**src/rtl/assert_macros.svh**
```systemverilog
// Assertion macros shared by the placement block's RTL files.
// Each macro samples on the rising edge of aclk and is disabled while aresetn is low.
`ifndef ASSERT_MACROS_SVH
`define ASSERT_MACROS_SVH

// The expression holds at every clock edge.
`define MBEP_ASSERT_NOW(label, expr, msg) \
    label: assert property (@(posedge aclk) disable iff (!aresetn) (expr)) \
        else $error(msg);

// When the antecedent holds, the consequent holds at the same edge.
`define MBEP_ASSERT_SAME(label, ante, cons, msg) \
    label: assert property (@(posedge aclk) disable iff (!aresetn) (ante) |-> (cons)) \
        else $error(msg);

// When the antecedent holds, the consequent holds at the next edge.
`define MBEP_ASSERT_NEXT(label, ante, cons, msg) \
    label: assert property (@(posedge aclk) disable iff (!aresetn) (ante) |=> (cons)) \
        else $error(msg);

`endif

```
**src/rtl/mbep_pkg.sv**
```systemverilog
// Package for the multi-bin expert placement block: widths, codes, state and control types.
// Used by mbep_ctrl, mbep_dp and the top level; depends on nothing.
`timescale 1ns / 1ps

package mbep_pkg;

    localparam int MAX_LANES_DEF   = 3;
    localparam int NUM_LAYERS_DEF  = 64;
    localparam int NUM_EXPERTS_DEF = 256;

    localparam int LAYER_W     = 6;
    localparam int EXPERT_W    = 8;
    localparam int BYTES_W     = 32;
    localparam int COST_W      = 33;
    localparam int BUDGET_W    = 40;
    localparam int COUNT_W     = 9;
    localparam int LANE_OUT_W  = 2;
    localparam int LANE_CNT_W  = 2;
    localparam int STATUS_W    = 2;
    localparam int BUDGET_REGS = 3;

    localparam int S_TDATA_W = 48;
    localparam int M_TDATA_W = 80;

    localparam int CFG_IDX_W  = 3;
    localparam int CFG_DATA_W = 40;

    localparam logic [CFG_IDX_W-1:0] CFG_LANE_COUNT = 3'd0;
    localparam logic [CFG_IDX_W-1:0] CFG_MODE       = 3'd1;
    localparam logic [CFG_IDX_W-1:0] CFG_BUDGET0    = 3'd2;
    localparam logic [CFG_IDX_W-1:0] CFG_BUDGET1    = 3'd3;
    localparam logic [CFG_IDX_W-1:0] CFG_BUDGET2    = 3'd4;

    localparam logic [COUNT_W-1:0] COUNT_MAX = 9'd511;

    typedef enum logic [STATUS_W-1:0] {
        STAT_PLACED    = 2'd0,
        STAT_DUPLICATE = 2'd1,
        STAT_NO_FIT    = 2'd2,
        STAT_CLEARED   = 2'd3
    } status_t;

    typedef enum logic [2:0] {
        ST_INIT_CLEAR,
        ST_IDLE,
        ST_LOOKUP,
        ST_DECIDE,
        ST_CLEAR,
        ST_RESULT
    } state_t;

    typedef struct packed {
        logic accept;
        logic lookup;
        logic decide;
        logic sweep;
        logic load_out;
    } ctrl_cmd_t;

    typedef struct packed {
        logic req_clear;
        logic sweep_last;
        logic out_free;
    } dp_status_t;

endpackage

```
**src/rtl/mbep_ctrl.sv**
```systemverilog
// Controller state machine of the placement block: sequences lookup, decision, clear sweep
// and result hand-off. Depends on mbep_pkg and assert_macros.svh.
`timescale 1ns / 1ps
`include "assert_macros.svh"

module mbep_ctrl import mbep_pkg::*; (
    input  logic       aclk,
    input  logic       aresetn,
    input  logic       s_tvalid,
    output logic       s_tready,
    input  dp_status_t stat,
    output ctrl_cmd_t  cmd
);

    state_t state_reg;
    state_t state_next;

    always_ff @(posedge aclk) begin
        if (!aresetn) begin
            state_reg <= ST_INIT_CLEAR;
        end else begin
            state_reg <= state_next;
        end
    end

    always_comb begin
        state_next = state_reg;
        cmd        = '0;
        s_tready   = 1'b0;
        unique case (state_reg)
            ST_INIT_CLEAR: begin
                cmd.sweep = 1'b1;
                if (stat.sweep_last) begin
                    state_next = ST_IDLE;
                end
            end
            ST_IDLE: begin
                s_tready = 1'b1;
                if (s_tvalid) begin
                    cmd.accept = 1'b1;
                    state_next = stat.req_clear ? ST_CLEAR : ST_LOOKUP;
                end
            end
            ST_LOOKUP: begin
                cmd.lookup = 1'b1;
                state_next = ST_DECIDE;
            end
            ST_DECIDE: begin
                cmd.decide = 1'b1;
                state_next = ST_RESULT;
            end
            ST_CLEAR: begin
                cmd.sweep = 1'b1;
                if (stat.sweep_last) begin
                    state_next = ST_RESULT;
                end
            end
            ST_RESULT: begin
                if (stat.out_free) begin
                    cmd.load_out = 1'b1;
                    state_next   = ST_IDLE;
                end
            end
            default: begin
                state_next = ST_INIT_CLEAR;
            end
        endcase
    end

    `MBEP_ASSERT_NEXT(a_one_request_in_flight, s_tvalid && s_tready, !s_tready, "request accepted while another is in flight")
    `MBEP_ASSERT_NOW(a_cmd_exclusive, $onehot0({cmd.accept, cmd.lookup, cmd.decide, cmd.sweep, cmd.load_out}), "controller issued overlapping commands")

endmodule

```
**config.mk**
```make
export PLATFORM = sky130hd
export DESIGN_NAME = mbep_ctrl
export DESIGN_NICKNAME = d
export VERILOG_FILES = /design/src/rtl/mbep_pkg.sv /design/src/rtl/mbep_ctrl.sv
export VERILOG_INCLUDE_DIRS = /design/src /design/src/rtl
export SDC_FILE = /design/constraint.sdc
export NUM_CORES = 1
export LEC_CHECK = 0
export ABC_AREA = 1
export BUFFER_PORTS_ARGS = -buffer_cell sky130_fd_sc_hd__buf_2
export CORE_AREA = 2 2 39 41
export CTS_CLUSTER_SIZE = 24
export DETAILED_ROUTE_END_ITERATION = 6
export DIE_AREA = 0 0 41 43
export MAX_ROUTING_LAYER = met4
export PLACE_DENSITY_LB_ADDON = 0.15
export RECOVER_POWER = 100
export SYNTH_ARGS = -nofsm -noshare
export SYNTH_HDL_FRONTEND = slang
export SYNTH_SLANG_ARGS = --single-unit
```
**constraint.sdc**
```tcl
create_clock -name aclk -period 1.7 [get_ports aclk]
set_input_delay 0.34 -clock aclk [delete_from_list [all_inputs] [get_ports aclk]]
set_output_delay 0.34 -clock aclk [all_outputs]
set_load 0.1 [all_outputs]
```
== Word-level counts from Yosys, hierarchy flattened ==
Cells that the tools add are included.

* Logic and storage cells: 27
* Register bits: 3
* Output and inout bits: 6
* Memory bits (writable): 0
* ROM bits: 0
* Bits in latches: 0
* Bits of input ports: 6
* Memories kept: 0

* Muxes and demuxes: 14
* Eq/ne operators: 9
* Reductions and logical operators: 3
* Magnitude comparators: 0
* Bitwise logic cells: 0
* Div/mod/pow operators: 0
* Multiply operators: 0
* Shift operators: 0
* Add/sub/neg operators: 0

{| class="wikitable"
|+ Operators by type and width
! operator !! count
|-
| $pmux W3 S6 || 1
|-
| $mux W3 || 5
|-
| $mux W1 || 8
|-
| $ne A2 B2 Y1 const B || 4
|-
| $eq A3 B2 Y1 const B || 2
|-
| $eq A3 B3 Y1 const B || 2
|-
| $reduce_and A4 Y1 || 1
|-
| $eq A3 B1 Y1 const B || 1
|-
| $logic_not A3 Y1 || 1
|-
| $reduce_or A2 Y1 || 1
|}

== Depth between registers and ports, before layout ==
* Depth in word-level cells: 3
* Depth in mapped cells: 7
* Mapped depth without buffers: 7

== Least setup slack after synthesis ==
No wires, ideal clock.

* Kind: flip-flop to output port
* From: reg state_reg[2]
* To: out cmd[0] in the netlist's numbering
* Setup slack: -1,191 ps
* Required time: 1,360 ps
* Arrival: 2,551 ps
* Cell stages (with the launch flop): 3
* Path buffers: 0
* Path through: dfxtp_1 nand2_2 nor3_1

{| class="wikitable"
|+ RTL lines
! what !! RTL line !! text
|-
| start, declared || mbep_ctrl.sv:15 || <nowiki>state_t state_reg;</nowiki>
|-
| start signal, assigned || mbep_ctrl.sv:22 || <nowiki>state_reg <= state_next;</nowiki>
|-
| end, declared || mbep_ctrl.sv:12 || <nowiki>output ctrl_cmd_t cmd</nowiki>
|}

==> flow_metrics.env <==
export IMPL_post_cts_buffers=0
export IMPL_syn_nets=45
export IMPL_syn_inst=39
export IMPL_status="finished, final reports clean"
export IMPL_ys_warn_count=0
export IMPL_cts_buffers=3
export IMPL_placed_cells=66
export IMPL_yosysTopAreaCell="dfxtp_1"
export IMPL_syn_area_per_cell_um2=6.26
export IMPL_place_area_um2=414
export IMPL_grt_max_degree=7
export IMPL_gp_congestion=0.679
export IMPL_detail_route_antenna_nets=0
export IMPL_fin_skew_ns=0.00147
export IMPL_die_h_um=43
export IMPL_setup_tns_final_ns=0
export IMPL_cts_sinks=3
export IMPL_drv_slew=0
export IMPL_finalCriticalPeriod_ns=1.60
export IMPL_cp_arrival_ns=1.26
export IMPL_antenna_found_initial=0
export IMPL_synthesis_area_um2=244
export IMPL_cp_start_kind="register"
export IMPL_ctsHoldBuffers=0
export IMPL_cp_max_fo=5
export IMPL_setup_viol=0
export IMPL_ys_types=14
export IMPL_drt_total_wl_um=562
export IMPL_cts_resized_gates=0
export IMPL_layout_commonest_cell="inv_1"
export IMPL_drc_errors=0
export IMPL_rows=14
export IMPL_initial_utilization_pct=17.6
export IMPL_htreeDepth=1
export IMPL_path_clk_slew_ns=0.04
export IMPL_power_density_mw_per_mm2=1200
export IMPL_leakage_nw=0.204
export IMPL_ys_seq_area_share_pct=24.6
export IMPL_initialDrtViolationCount=2
export IMPL_clock_latency_ns=0.23
export IMPL_yosysTopAreaCellShare_pct=24.6
export IMPL_ys_seq_elements=3
export IMPL_cap_violations=0
export IMPL_hold_path_class="in -> reg"
export IMPL_first_pass_iters=2
export IMPL_synth_top_cells_by_area="dfxtp_1, inv_1, nand3_2"
export IMPL_fin_crit_sh_pct=94.1
export IMPL_coreArea_mm2=0.00138
export IMPL_grt_ovfl_total=0
export IMPL_hpwl_um=474
export IMPL_wl_per_cell_um=8.03
export IMPL_diodes=0
export IMPL_track_usage_pct=8.43
export IMPL_largest_reg_flops=3
export IMPL_boundaryPins=12
export IMPL_grt_first_pass_wirelength_um=931
export IMPL_worst_pin_slew_ns=0.539
export IMPL_nets=61
export IMPL_setup_ws_ns=0.100
export IMPL_critPathKind="reg -> out"
export IMPL_relSlewSlack_pct=64.3
export IMPL_vdd_ir_drop_max_mv=0.356
export IMPL_drive_above_1_share_pct=53.7
export IMPL_worstPathRequired_ns=1.36
export IMPL_syn_to_final_growth_pct=62.1
export IMPL_fmax_mhz=625
export IMPL_final_cells=70
export IMPL_stdcell_area_um2=395
export IMPL_grt_pass1_vias=251
export IMPL_root_buffer="clkbuf_4"
export IMPL_dieArea_mm2=0.00176
export IMPL_layout_common_cells="inv_1, nand2_1, buf_2"
export IMPL_cts_tree="built"
export IMPL_end_kind="primary output"
export IMPL_vias_per_cell=3.83
export IMPL_post_place_ws_ns=0.342
export IMPL_die_w_um=41
export IMPL_hold_violations=0
export IMPL_rsz0062_at_grt="no"
export IMPL_clockBufferDepth=2
export IMPL_numPortBuffers=11
export IMPL_vias=268
## cell type report
| cell class | instances | area (um2) |
|---|---|---|
| Inverter | 9 | 33.8 |
| Multi-Input combinational cell | 27 | 168 |
| Fill cell | 160 | 988 |
| Tap cell | 16 | 20.0 |
| Clock buffer | 4 | 26.3 |
| Timing Repair Buffer | 11 | 87.6 |
| Sequential cell | 3 | 60.1 |
## Yosys cell counts
cell type  number
inv_1           7
nand2_1         5
nor2_1          5
dfxtp_1         3
nand2_2         3
nor2_2          3
a21oi_1         2
inv_2           2
nand3_2         2
nor3_1          2
nor3_2          2
nand3_1         1
o21ai_0         1
o21ai_1         1
## critical path, stage by stage (launching register included)
cell	delay, ns
dfxtp_1	0.36
nor2_2	0.19
clkbuf_2	0.48
## stage by stage
step / util (%) / power, mW / hold WS, ns
finish: 28.6 / 0.474 / 0.353
global route: 28.6 / 0.508 / 0.372
CTS: 31.8 / 0.508 / 0.348
detailed placement: 29.9 / 0.379 / 0.591
global placement: 29.9 / 0.381 / 0.593
floorplan: - / 0.303 / 0.475
## logic make-up after synthesis
family,after synthesis,synth area share (%)
and+or+nand+nor,23,53.3
buffers and inverters,9,13.8
AOI/OAI and AO/OA,4,8.20
DFF,3,24.6
## per-layer routing
metal / share of wire, % / track usage [%]
met2: 51 / 11.6
met1: 42 / 8.65
met5: 0 / -
met3: 7.1 / 4.71
met4: 0 / 6.00
## final timing paths
check	from	endpoint	slack [ns]	cells after the start
worst max register to register	state_reg[0]	state_reg[2]	0.51	7
worst max-delay path	state_reg[0]	cmd[1]	0.10	2
worst min register to register	state_reg[2]	state_reg[2]	0.67	4
worst min-delay path	aresetn	state_reg[2]	0.35	3
## report_power, final
group / switching, mW / total [mW] / internal (mW)
Clock: 0.0353 / 0.123 / 0.0879
Combinational: 0.186 / 0.248 / 0.0619
Sequential: 0.0208 / 0.103 / 0.0817
Total: 0.242 / 0.474 / 0.231
Note: power is estimated with default switching activity, not from simulation.
